File: src/rtl/rvex_pkg.sv
// Shared types, codes and constants of the RV32I execute unit.
`default_nettype none
package rvex_pkg;

    localparam int REG_COUNT = 32;
    localparam int RF_AW = $clog2(REG_COUNT);
    localparam int QUEUE_DEPTH = 2;

    localparam logic [3:0] CMD_ALU_REG = 4'd0;
    localparam logic [3:0] CMD_ALU_IMM = 4'd1;
    localparam logic [3:0] CMD_LOAD = 4'd2;
    localparam logic [3:0] CMD_STORE = 4'd3;
    localparam logic [3:0] CMD_BRANCH = 4'd4;
    localparam logic [3:0] CMD_JAL = 4'd5;
    localparam logic [3:0] CMD_JALR = 4'd6;
    localparam logic [3:0] CMD_LUI = 4'd7;
    localparam logic [3:0] CMD_AUIPC = 4'd8;
    localparam logic [3:0] CMD_SYSTEM = 4'd9;
    localparam logic [3:0] CMD_LOAD_RETURN = 4'd10;

    localparam logic [3:0] K_ALU = 4'd0;
    localparam logic [3:0] K_LOAD = 4'd1;
    localparam logic [3:0] K_STORE = 4'd2;
    localparam logic [3:0] K_BRANCH = 4'd3;
    localparam logic [3:0] K_JAL = 4'd4;
    localparam logic [3:0] K_JALR = 4'd5;
    localparam logic [3:0] K_LUI = 4'd6;
    localparam logic [3:0] K_AUIPC = 4'd7;
    localparam logic [3:0] K_SYSTEM = 4'd8;
    localparam logic [3:0] K_LOAD_RETURN = 4'd9;
    localparam logic [3:0] K_INVALID = 4'd10;

    localparam logic [2:0] ST_OK = 3'd0;
    localparam logic [2:0] ST_INVALID = 3'd1;
    localparam logic [2:0] ST_HALT = 3'd2;
    localparam logic [2:0] ST_BREAK = 3'd3;
    localparam logic [2:0] ST_MEMERR = 3'd4;

    localparam logic [1:0] MREQ_NONE = 2'd0;
    localparam logic [1:0] MREQ_READ = 2'd1;
    localparam logic [1:0] MREQ_WRITE = 2'd2;

    localparam logic [6:0] F7_ALT = 7'h20;
    localparam logic [4:0] ECALL_REG = 5'd17;
    localparam logic [31:0] ECALL_EXIT = 32'd93;

    typedef struct packed {
        logic [3:0] cmd;
        logic [2:0] funct3;
        logic [6:0] funct7;
        logic [4:0] dest_index;
        logic [4:0] src1_index;
        logic [4:0] src2_index;
        logic signed [31:0] immediate;
        logic [31:0] insn_address;
        logic [31:0] mem_data;
        logic mem_fault;
    } cmd_item_t;

    typedef struct packed {
        logic [2:0] status;
        logic [31:0] next_pc;
        logic [1:0] mem_request;
        logic [31:0] mem_address;
        logic [1:0] mem_size;
        logic [31:0] mem_write_data;
        logic reg_written;
        logic [4:0] reg_index;
        logic [31:0] reg_value;
    } res_item_t;

    typedef struct packed {
        logic [3:0] kind;
        logic alt;
        logic use_imm;
        logic [2:0] funct3;
        logic [4:0] rd;
        logic [4:0] rs1;
        logic [4:0] rs2;
        logic [31:0] imm;
        logic [31:0] pc;
        logic [31:0] mem_data;
        logic mem_fault;
    } op_item_t;

endpackage
`default_nettype wire

File: src/rtl/rvex_ram.sv
// Generic single-write, single-read RAM with registered read.
`default_nettype none
module rvex_ram #(
    parameter int WIDTH = 32,
    parameter int DEPTH = 32
) (
    input  wire logic                     clk,
    input  wire logic                     we,
    input  wire logic [$clog2(DEPTH)-1:0] waddr,
    input  wire logic [WIDTH-1:0]         wdata,
    input  wire logic                     re,
    input  wire logic [$clog2(DEPTH)-1:0] raddr,
    output logic [WIDTH-1:0]              rdata
);

    logic [WIDTH-1:0] mem_reg [DEPTH];

    always_ff @(posedge clk)
    begin
        if (we)
        begin
            mem_reg[waddr] <= wdata;
        end
        if (re)
        begin
            rdata <= mem_reg[raddr];
        end
    end

endmodule
`default_nettype wire

File: src/rtl/rvex_front.sv
// Front end: classify each incoming item and check its encoding.
`default_nettype none
module rvex_front (
    input  wire rvex_pkg::cmd_item_t item,
    output rvex_pkg::op_item_t       op
);

    logic valid_r;

    always_comb
    begin
        valid_r = (item.funct7 == 7'd0) ||
                  (item.funct7 == rvex_pkg::F7_ALT &&
                   (item.funct3 == 3'd0 || item.funct3 == 3'd5));
        op.alt = 1'b0;
        op.use_imm = 1'b0;
        op.funct3 = item.funct3;
        op.rd = item.dest_index;
        op.rs1 = item.src1_index;
        op.rs2 = item.src2_index;
        op.imm = item.immediate;
        op.pc = item.insn_address;
        op.mem_data = item.mem_data;
        op.mem_fault = item.mem_fault;
        op.kind = rvex_pkg::K_INVALID;
        unique case (item.cmd)
            rvex_pkg::CMD_ALU_REG:
            begin
                op.kind = valid_r ? rvex_pkg::K_ALU : rvex_pkg::K_INVALID;
                op.alt = item.funct7 == rvex_pkg::F7_ALT;
            end
            rvex_pkg::CMD_ALU_IMM:
            begin
                op.kind = rvex_pkg::K_ALU;
                op.use_imm = 1'b1;
                op.alt = item.funct3 == 3'd5 && item.funct7[5];
            end
            rvex_pkg::CMD_LOAD:
                op.kind = (item.funct3 == 3'd3 || item.funct3 > 3'd5) ?
                          rvex_pkg::K_INVALID : rvex_pkg::K_LOAD;
            rvex_pkg::CMD_STORE:
                op.kind = (item.funct3 > 3'd2) ? rvex_pkg::K_INVALID : rvex_pkg::K_STORE;
            rvex_pkg::CMD_BRANCH:
                op.kind = (item.funct3 == 3'd2 || item.funct3 == 3'd3) ?
                          rvex_pkg::K_INVALID : rvex_pkg::K_BRANCH;
            rvex_pkg::CMD_JAL:         op.kind = rvex_pkg::K_JAL;
            rvex_pkg::CMD_JALR:        op.kind = rvex_pkg::K_JALR;
            rvex_pkg::CMD_LUI:         op.kind = rvex_pkg::K_LUI;
            rvex_pkg::CMD_AUIPC:       op.kind = rvex_pkg::K_AUIPC;
            rvex_pkg::CMD_SYSTEM:
                op.kind = (item.funct3 != 3'd0) ? rvex_pkg::K_INVALID : rvex_pkg::K_SYSTEM;
            rvex_pkg::CMD_LOAD_RETURN: op.kind = rvex_pkg::K_LOAD_RETURN;
            default:                   op.kind = rvex_pkg::K_INVALID;
        endcase
    end

endmodule
`default_nettype wire

File: src/rtl/rvex_queue.sv
// Two-entry queue between front end and back end.
`default_nettype none
module rvex_queue (
    input  wire logic               clk,
    input  wire logic               rst_n,
    input  wire logic               push,
    input  wire rvex_pkg::op_item_t push_item,
    output logic                    full,
    input  wire logic               pop,
    output logic                    nonempty,
    output rvex_pkg::op_item_t      head
);

    rvex_pkg::op_item_t slot_reg [rvex_pkg::QUEUE_DEPTH];
    logic wptr_reg, wptr_next;
    logic rptr_reg, rptr_next;
    logic [1:0] count_reg, count_next;

    assign full = count_reg == 2'(rvex_pkg::QUEUE_DEPTH);
    assign nonempty = count_reg != 2'd0;
    assign head = slot_reg[rptr_reg];

    always_comb
    begin
        wptr_next = wptr_reg ^ push;
        rptr_next = rptr_reg ^ pop;
        count_next = count_reg + 2'(push) - 2'(pop);
    end

    always_ff @(posedge clk or negedge rst_n)
    begin
        if (!rst_n)
        begin
            wptr_reg <= 1'b0;
            rptr_reg <= 1'b0;
            count_reg <= 2'd0;
        end
        else
        begin
            wptr_reg <= wptr_next;
            rptr_reg <= rptr_next;
            count_reg <= count_next;
        end
    end

    always_ff @(posedge clk)
    begin
        if (push)
        begin
            slot_reg[wptr_reg] <= push_item;
        end
    end

    a_no_overflow: assert property (@(posedge clk) disable iff (!rst_n)
        push |-> (!full))
        else $error("queue push while full");
    a_no_underflow: assert property (@(posedge clk) disable iff (!rst_n)
        pop |-> nonempty)
        else $error("queue pop while empty");
    a_count_bound: assert property (@(posedge clk) disable iff (!rst_n)
        count_reg <= 2'(rvex_pkg::QUEUE_DEPTH))
        else $error("queue count out of range");

endmodule
`default_nettype wire

File: src/rtl/rvex_back.sv
// Back end: register file read, execute, write back and result register.
`default_nettype none
module rvex_back (
    input  wire logic               clk,
    input  wire logic               rst_n,
    input  wire logic               q_nonempty,
    input  wire rvex_pkg::op_item_t q_head,
    output logic                    q_pop,
    output logic                    res_valid,
    input  wire logic               res_stall,
    output rvex_pkg::res_item_t     res_item
);

    localparam int AW = rvex_pkg::RF_AW;

    logic adv;
    logic s2_valid_reg;
    rvex_pkg::op_item_t s2_reg;
    logic fwd1_reg, fwd2_reg;
    logic vld1_reg, vld2_reg;
    logic [31:0] fwd_val_reg;
    logic [31:0] q1, q2;
    logic [rvex_pkg::REG_COUNT-1:0] valid_reg;
    logic [31:0] x17_reg;
    logic lp_reg, lp_next;
    logic [4:0] pdest_reg, pdest_next;
    logic [2:0] pwk_reg, pwk_next;
    logic out_valid_reg;
    rvex_pkg::res_item_t out_reg, res;

    logic wr_en;
    logic [4:0] wr_idx;
    logic [31:0] v1, v2, b, alu_r, seq, ldv, x17v;
    logic [4:0] sh;
    logic taken, ok1, ok2;
    logic [4:0] widx;
    logic [31:0] wval;
    logic wreq;

    assign adv = !out_valid_reg || !res_stall;
    assign q_pop = adv && q_nonempty;
    assign res_valid = out_valid_reg;
    assign res_item = out_reg;
    assign wr_en = adv && s2_valid_reg && res.reg_written;
    assign wr_idx = res.reg_index;

    rvex_ram #(.WIDTH(32), .DEPTH(rvex_pkg::REG_COUNT)) u_rf1 (
        .clk(clk), .we(wr_en), .waddr(wr_idx[AW-1:0]), .wdata(res.reg_value),
        .re(adv), .raddr(q_head.rs1[AW-1:0]), .rdata(q1)
    );
    rvex_ram #(.WIDTH(32), .DEPTH(rvex_pkg::REG_COUNT)) u_rf2 (
        .clk(clk), .we(wr_en), .waddr(wr_idx[AW-1:0]), .wdata(res.reg_value),
        .re(adv), .raddr(q_head.rs2[AW-1:0]), .rdata(q2)
    );

    always_comb
    begin
        ok1 = s2_reg.rs1 != 5'd0 && 32'(s2_reg.rs1) < rvex_pkg::REG_COUNT;
        ok2 = s2_reg.rs2 != 5'd0 && 32'(s2_reg.rs2) < rvex_pkg::REG_COUNT;
        v1 = !ok1 ? 32'd0 : fwd1_reg ? fwd_val_reg : vld1_reg ? q1 : 32'd0;
        v2 = !ok2 ? 32'd0 : fwd2_reg ? fwd_val_reg : vld2_reg ? q2 : 32'd0;
        x17v = (32'(rvex_pkg::ECALL_REG) < rvex_pkg::REG_COUNT) ? x17_reg : 32'd0;
        b = s2_reg.use_imm ? s2_reg.imm : v2;
        sh = b[4:0];
        seq = s2_reg.pc + 32'd4;
        unique case (s2_reg.funct3)
            3'd0: alu_r = s2_reg.alt ? v1 - b : v1 + b;
            3'd1: alu_r = v1 << sh;
            3'd2: alu_r = 32'($signed(v1) < $signed(b));
            3'd3: alu_r = 32'(v1 < b);
            3'd4: alu_r = v1 ^ b;
            3'd5: alu_r = s2_reg.alt ? 32'($signed(v1) >>> sh) : v1 >> sh;
            3'd6: alu_r = v1 | b;
            default: alu_r = v1 & b;
        endcase
        unique case (s2_reg.funct3)
            3'd0: taken = v1 == v2;
            3'd1: taken = v1 != v2;
            3'd4: taken = $signed(v1) < $signed(v2);
            3'd5: taken = !($signed(v1) < $signed(v2));
            3'd6: taken = v1 < v2;
            3'd7: taken = v1 >= v2;
            default: taken = 1'b0;
        endcase
        unique case (pwk_reg)
            3'd0: ldv = {{24{s2_reg.mem_data[7]}}, s2_reg.mem_data[7:0]};
            3'd1: ldv = {{16{s2_reg.mem_data[15]}}, s2_reg.mem_data[15:0]};
            3'd4: ldv = {24'd0, s2_reg.mem_data[7:0]};
            3'd5: ldv = {16'd0, s2_reg.mem_data[15:0]};
            default: ldv = s2_reg.mem_data;
        endcase

        res = '0;
        res.status = rvex_pkg::ST_OK;
        res.next_pc = seq;
        lp_next = lp_reg;
        pdest_next = pdest_reg;
        pwk_next = pwk_reg;
        wreq = 1'b0;
        widx = s2_reg.rd;
        wval = 32'd0;
        unique case (s2_reg.kind)
            rvex_pkg::K_ALU:
            begin
                wreq = 1'b1;
                wval = alu_r;
            end
            rvex_pkg::K_LOAD:
            begin
                res.mem_request = rvex_pkg::MREQ_READ;
                res.mem_address = v1 + s2_reg.imm;
                res.mem_size = s2_reg.funct3[1:0];
                lp_next = 1'b1;
                pdest_next = s2_reg.rd;
                pwk_next = s2_reg.funct3;
            end
            rvex_pkg::K_STORE:
            begin
                res.mem_request = rvex_pkg::MREQ_WRITE;
                res.mem_address = v1 + s2_reg.imm;
                res.mem_size = s2_reg.funct3[1:0];
                res.mem_write_data = (s2_reg.funct3 == 3'd0) ? {24'd0, v2[7:0]} :
                                     (s2_reg.funct3 == 3'd1) ? {16'd0, v2[15:0]} : v2;
            end
            rvex_pkg::K_BRANCH:
                res.next_pc = taken ? s2_reg.pc + s2_reg.imm : seq;
            rvex_pkg::K_JAL:
            begin
                wreq = 1'b1;
                wval = seq;
                res.next_pc = s2_reg.pc + s2_reg.imm;
            end
            rvex_pkg::K_JALR:
            begin
                wreq = 1'b1;
                wval = seq;
                res.next_pc = (v1 + s2_reg.imm) & ~32'd1;
            end
            rvex_pkg::K_LUI:
            begin
                wreq = 1'b1;
                wval = s2_reg.imm;
            end
            rvex_pkg::K_AUIPC:
            begin
                wreq = 1'b1;
                wval = s2_reg.pc + s2_reg.imm;
            end
            rvex_pkg::K_SYSTEM:
            begin
                if (s2_reg.imm == 32'd0 && x17v == rvex_pkg::ECALL_EXIT)
                begin
                    res.status = rvex_pkg::ST_HALT;
                end
                else if (s2_reg.imm == 32'd1)
                begin
                    res.status = rvex_pkg::ST_BREAK;
                end
            end
            rvex_pkg::K_LOAD_RETURN:
            begin
                res.next_pc = 32'd0;
                if (!lp_reg)
                begin
                    res.status = rvex_pkg::ST_INVALID;
                end
                else
                begin
                    lp_next = 1'b0;
                    if (s2_reg.mem_fault)
                    begin
                        res.status = rvex_pkg::ST_MEMERR;
                    end
                    else
                    begin
                        wreq = 1'b1;
                        widx = pdest_reg;
                        wval = ldv;
                    end
                end
            end
            default:
            begin
                res.status = rvex_pkg::ST_INVALID;
                res.next_pc = s2_reg.pc;
            end
        endcase
        if (wreq && widx != 5'd0 && 32'(widx) < rvex_pkg::REG_COUNT)
        begin
            res.reg_written = 1'b1;
            res.reg_index = widx;
            res.reg_value = wval;
        end
    end

    always_ff @(posedge clk or negedge rst_n)
    begin
        if (!rst_n)
        begin
            s2_valid_reg <= 1'b0;
            out_valid_reg <= 1'b0;
            valid_reg <= '0;
            x17_reg <= 32'd0;
            lp_reg <= 1'b0;
            pdest_reg <= 5'd0;
            pwk_reg <= 3'd0;
        end
        else if (adv)
        begin
            s2_valid_reg <= q_nonempty;
            out_valid_reg <= s2_valid_reg;
            if (s2_valid_reg)
            begin
                lp_reg <= lp_next;
                pdest_reg <= pdest_next;
                pwk_reg <= pwk_next;
            end
            if (wr_en)
            begin
                valid_reg[wr_idx[AW-1:0]] <= 1'b1;
                if (wr_idx == rvex_pkg::ECALL_REG)
                begin
                    x17_reg <= res.reg_value;
                end
            end
        end
    end

    always_ff @(posedge clk)
    begin
        if (adv)
        begin
            s2_reg <= q_head;
            fwd1_reg <= wr_en && wr_idx == q_head.rs1;
            fwd2_reg <= wr_en && wr_idx == q_head.rs2;
            fwd_val_reg <= res.reg_value;
            vld1_reg <= valid_reg[q_head.rs1[AW-1:0]];
            vld2_reg <= valid_reg[q_head.rs2[AW-1:0]];
            if (s2_valid_reg)
            begin
                out_reg <= res;
            end
        end
    end

    a_no_x0_write: assert property (@(posedge clk) disable iff (!rst_n)
        wr_en |-> (wr_idx != 5'd0 && 32'(wr_idx) < rvex_pkg::REG_COUNT))
        else $error("write to x0 or beyond register count");
    a_lret_clears: assert property (@(posedge clk) disable iff (!rst_n)
        (adv && s2_valid_reg && s2_reg.kind == rvex_pkg::K_LOAD_RETURN) |=> !lp_reg)
        else $error("load return left a load pending");
    a_invalid_quiet: assert property (@(posedge clk) disable iff (!rst_n)
        (out_valid_reg && out_reg.status == rvex_pkg::ST_INVALID) |->
        (!out_reg.reg_written && out_reg.mem_request == rvex_pkg::MREQ_NONE))
        else $error("invalid item changed state");

endmodule
`default_nettype wire

File: src/rtl/rv32i_execute_unit_top.sv
// Top level of the RV32I execute unit.
//   channel | direction | handshake            | payload
//   cmd     | in        | cmd_valid, cmd_stall | cmd_item (cmd_item_t)
//   res     | out       | res_valid, res_stall | res_item (res_item_t)
// One item per cycle sustained while res_stall is low; an accepted item goes from
// the queue to register file read, then executes into the result register.
// The register file is two RAM copies with registered read and write bypass.
// Reset clears the queue, the pipeline valids, the register valid bits and load state.
// A stalled result holds the back end; the two-entry queue then fills and
// raises cmd_stall.
`default_nettype none
module rv32i_execute_unit_top (
    input  wire logic                 clk,
    input  wire logic                 rst_n,
    input  wire logic                 cmd_valid,
    output logic                      cmd_stall,
    input  wire rvex_pkg::cmd_item_t  cmd_item,
    output logic                      res_valid,
    input  wire logic                 res_stall,
    output rvex_pkg::res_item_t       res_item
);

    rvex_pkg::op_item_t op, head;
    logic full, nonempty, pop;

    assign cmd_stall = full;

    rvex_front u_front (
        .item(cmd_item),
        .op(op)
    );

    rvex_queue u_queue (
        .clk(clk), .rst_n(rst_n),
        .push(cmd_valid && !full), .push_item(op), .full(full),
        .pop(pop), .nonempty(nonempty), .head(head)
    );

    rvex_back u_back (
        .clk(clk), .rst_n(rst_n),
        .q_nonempty(nonempty), .q_head(head), .q_pop(pop),
        .res_valid(res_valid), .res_stall(res_stall), .res_item(res_item)
    );

endmodule
`default_nettype wire
File: config.mk
export PLATFORM = sky130hd
export DESIGN_NAME = rv32i_execute_unit_top
export DESIGN_NICKNAME = d
export VERILOG_FILES = /design/src/rtl/rvex_pkg.sv /design/src/rtl/rvex_ram.sv /design/src/rtl/rvex_front.sv /design/src/rtl/rvex_queue.sv /design/src/rtl/rvex_back.sv /design/src/rtl/rv32i_execute_unit_top.sv
export SDC_FILE = /design/constraint.sdc
export NUM_CORES = 2
export LEC_CHECK = 0
export BUFFER_PORTS_ARGS = -buffer_cell sky130_fd_sc_hd__buf_4
export CELL_PAD_IN_SITES_DETAIL_PLACEMENT = 0
export CELL_PAD_IN_SITES_GLOBAL_PLACEMENT = 2
export CORE_ASPECT_RATIO = 0.6
export CORE_UTILIZATION = 43
export DETAILED_ROUTE_END_ITERATION = 7
export PLACE_DENSITY_LB_ADDON = 0.1
export SLEW_MARGIN = 10
export SYNTH_ARGS = -nofsm -noshare
export SYNTH_HDL_FRONTEND = slang
export SYNTH_HIERARCHICAL = 1
export SYNTH_SLANG_ARGS = --single-unit
File: constraint.sdc
create_clock -name clk -period 9.7 [get_ports clk]
set_input_delay 2.91 -clock clk [delete_from_list [all_inputs] [get_ports clk]]
set_output_delay 2.91 -clock clk [all_outputs]
set_load 0.02 [all_outputs]
==> impl_metrics.csv <==
group,metric,value,unit
clock_tree,clockBufferDepth,4,
floorplanning,fp.dieH,415,microns
setup_path,worstSetupEndpointType,"flop",
global_routing,grt_usage,32.2,%
logic_synthesis,synth_edf_count,2652,
logic_synthesis,synth-seq-cells,2731,
logic_synthesis,synth_cells,8526,
finish,final_core_utilization,48.5,%
route,firstDrtPassIters,6,
timing,fmaxAchievable,127,MHz
setup_path,worstSetupPathType,"reg2reg",
logic_synthesis,yosysMostFrequentCell,"edfxtp_1",
route,drc,0,
setup_path,cp_data_arrival_time,8.44,ns
global_routing,grt_pass1_wl,635000,microns
logic_synthesis,synth.distinct_cells,109,
logic_synthesis,syn_avg_cell_area,14.3,sq um
worst_hold_path,min_path_type,"reg2reg",
finish,fin_nets,9058,
clock_tree,cts_tree,"built",
logic_synthesis,yosys.area.top_type_share,65.2,%
logic_synthesis,synth_area_leader_cell,"edfxtp_1",
timing,period_minus_slack,7.87,ns
clock_tree,cts.repair.resized,0,
power_and_ir_drop,p_leak,0.0503,uW
setup_path,cp-start-kind,"flop",
setup_path,worstPathMaxFanout,36,
finish,fin_area,137000,sq um
floorplanning,dieArea,286000,sq um
run_status,outcome,"complete, but fails checks",
clock_tree,cts.sink_count,2731,
place,place_inst,12200,
power_and_ir_drop,p_per_area,367,nW/um^2
route,routed_via_density,6.29,
timing,skew,0.0620,ns
timing,rsz0062_at_grt,"no",
floorplanning,start_util,43.3,%
finish,area_growth_syn_to_layout,12.2,%
place,port_buffers,272,
setup_path,r2r.worst_path.cells,16,
logic_synthesis,syn_area,122000,sq um
logic_synthesis,syn_nets,8856,
timing,fin_setup_tns,0,ns
timing,report.final.slew_viol_count,0,
floorplanning,ioPinCount,273,
route,drtIter0Drc,11300,
floorplanning,rows,151,
clock_tree,clk_latency,0.90,ns
timing,fin_crit_sh,81.2,%
global_routing,overflow,0,
clock_tree,cts_htree_levels,5,
floorplanning,coreArea,282000,sq um
clock_tree,cts_buffers,269,
logic_synthesis,synth_commonest_cells,"2652 x edfxtp_1, 1076 x mux2i_1, 532 x nand2_1",
logic_synthesis,ys_seq_area_share,66.8,%
global_routing,grt_max_degree,131,
logic_synthesis,synthArstFlopShare,2.89,%
run_status,violations,"max-capacitance violations",
worst_hold_path,hold_depth,0,
finish,layout-drive-gt1-share,14.4,%
clock_tree,cts_setup_buffers,0,
timing,finalHoldViolCount,0,
place,gp_congestion,1.02,
global_routing,grt_antenna_before_repair,62,
setup_path,critPathMaxStageDelay,0.97,ns
timing,tightest_slew,1.48,ns
timing,maxSlewHeadroom,0.318,%
job,drv_cap,1,
finish,instances_no_fill,12700,
global_routing,grt_pass1_vias,73200,
setup_path,crit_required,10.26,ns
route,wl,474000,microns
route,via_count,79800,
power_and_ir_drop,finalPower,50300,uW
clock_tree,cts_root_buf,"clkbuf_16",
power_and_ir_drop,ir_drop,506,uV
clock_tree,clk_pin_slew,0.07,ns
place,hpwl,332000,microns
logic_synthesis,yosysWarnings,6,
route,antenna_left,0,
logic_synthesis,synthFlopType,"edfxtp_1",
finish,fillers,24300,
setup_path,cp_cell_sequence,"nor4_4 -> and2_2 -> nor2_1 -> ha_1 -> nor2b_1 -> o21ai_0 -> o21ai_0 -> a2111oi_2 -> nor3_1 -> o21ai_1 -> a21oi_1 -> nor3_1 -> xor2_1 -> a21oi_1 -> nor2_4 -> buf_4",
timing,setup_viol,0,
setup_path,slowest_stage,"a2111oi_2",
floorplanning,die_w,690,microns
place,dpl_cell_area,129000,sq um
logic_synthesis,yosys-top-cells-area,"edfxtp_1 65%, mux2i_1 8.8%, a21oi_1 2.1%",
route,wl_per_cell,37.4,microns
clock_tree,postCtsHoldBufs,0,
[logic make-up (layout without fill, tap and decap cells)]
group           after synthesis  in the layout  share of synthesized area [%]
buf+inv                     739           1134                           3.27
compound gates             1797           1797                           9.85
xor+xnor                    119            119                          0.865
fa+ha+maj                   200            200                           2.07
simple gates               1705           1705                           6.46
flops                      2731           2731                           66.8
other cells                   0             23                              0
mux                        1235           1235                           10.7
[layer usage]
layer / up-vias / track usage [%] / wire length [microns]
met5: - / 0 / 119
met4: 18 / 4.47 / 6360
met3: 394 / 14.1 / 67400
met2: 4329 / 39.7 / 175000
met1: 41600 / 51.8 / 225000
li1: 33400 / - / -
[power breakdown]
| group | internal (uW) | switching [uW] |
|---|---|---|
| clock network | 5700 | 4540 |
| logic | 6300 | 17300 |
| registers | 15300 | 1130 |
| total | 27300 | 23000 |
[final cells by class]
| cell class | instances | area [sq um] | area share (%) |
|---|---|---|---|
| sequential | 2731 | 81600 | 59.5 |
| multi-input combinational | 5056 | 37600 | 27.4 |
| clock buffer | 338 | 7110 | 5.18 |
| tap | 3748 | 4690 | 3.42 |
| timing repair buffer | 542 | 4320 | 3.15 |
| clock inverter | 126 | 1190 | 0.872 |
| inverter | 128 | 485 | 0.354 |
| antenna | 23 | 57.6 | 0.0420 |
[critical path: cells and delay by family (launching register included)]
kind,cells,cell delay [ns]
compound gates,6,2.46
xor+xnor,1,0.61
fa+ha+maj,1,0.41
buf+inv,1,0.52
flops,1,0.42
simple gates,7,3.04
[per-stage QoR]
stage          hold WS (ns)  setup WS (ns)
3_5_place_dp          0.388           2.36
5_1_grt               0.414           1.75
4_1_cts               0.403           2.31
2_1_floorplan         0.439         0.0689
3_3_place_gp          0.379           2.29
6_report              0.404           1.83
[cell usage in the layout, fill, tap and decap left out, drive strengths merged, types with 52 or more instances in the layout]
master / count
a31oi: 114
nand2: 535
a22o: 181
edfxtp: 2652
clkinv: 92
inv: 138
a22oi: 242
nor3: 153
a21oi: 527
clkbuf: 338
nor2: 429
o21ai: 268
mux2i: 1076
ha: 196
nand3: 295
a211oi: 52
dfrtp: 79
o211ai: 54
mux2: 139
xnor2: 68
buf: 542
a21o: 68
[path summary, 6_finish.rpt]
path | startpoint | to | slack, ns
max in group asynchronous | rst_n | u_queue/rptr_reg$_DFF_PN0_ | 6.44
min in group asynchronous | rst_n | u_back/x17_reg[26]$_DFFE_PN0P_ | 1.93
hold reg to reg | u_back/valid_reg[0]$_DFFE_PN0P_ | u_back/valid_reg[0]$_DFFE_PN0P_ | 0.40
setup / recovery | u_back/s2_reg[102]$_DFFE_PN_ | u_back/u_rf2/mem_reg[31][31]$_DFFE_PP_ | 1.83
setup reg to reg | u_back/s2_reg[102]$_DFFE_PN_ | u_back/u_rf2/mem_reg[31][31]$_DFFE_PP_ | 1.83
hold / removal | u_back/valid_reg[0]$_DFFE_PN0P_ | u_back/valid_reg[0]$_DFFE_PN0P_ | 0.40
(Power assumes the default switching activity.)
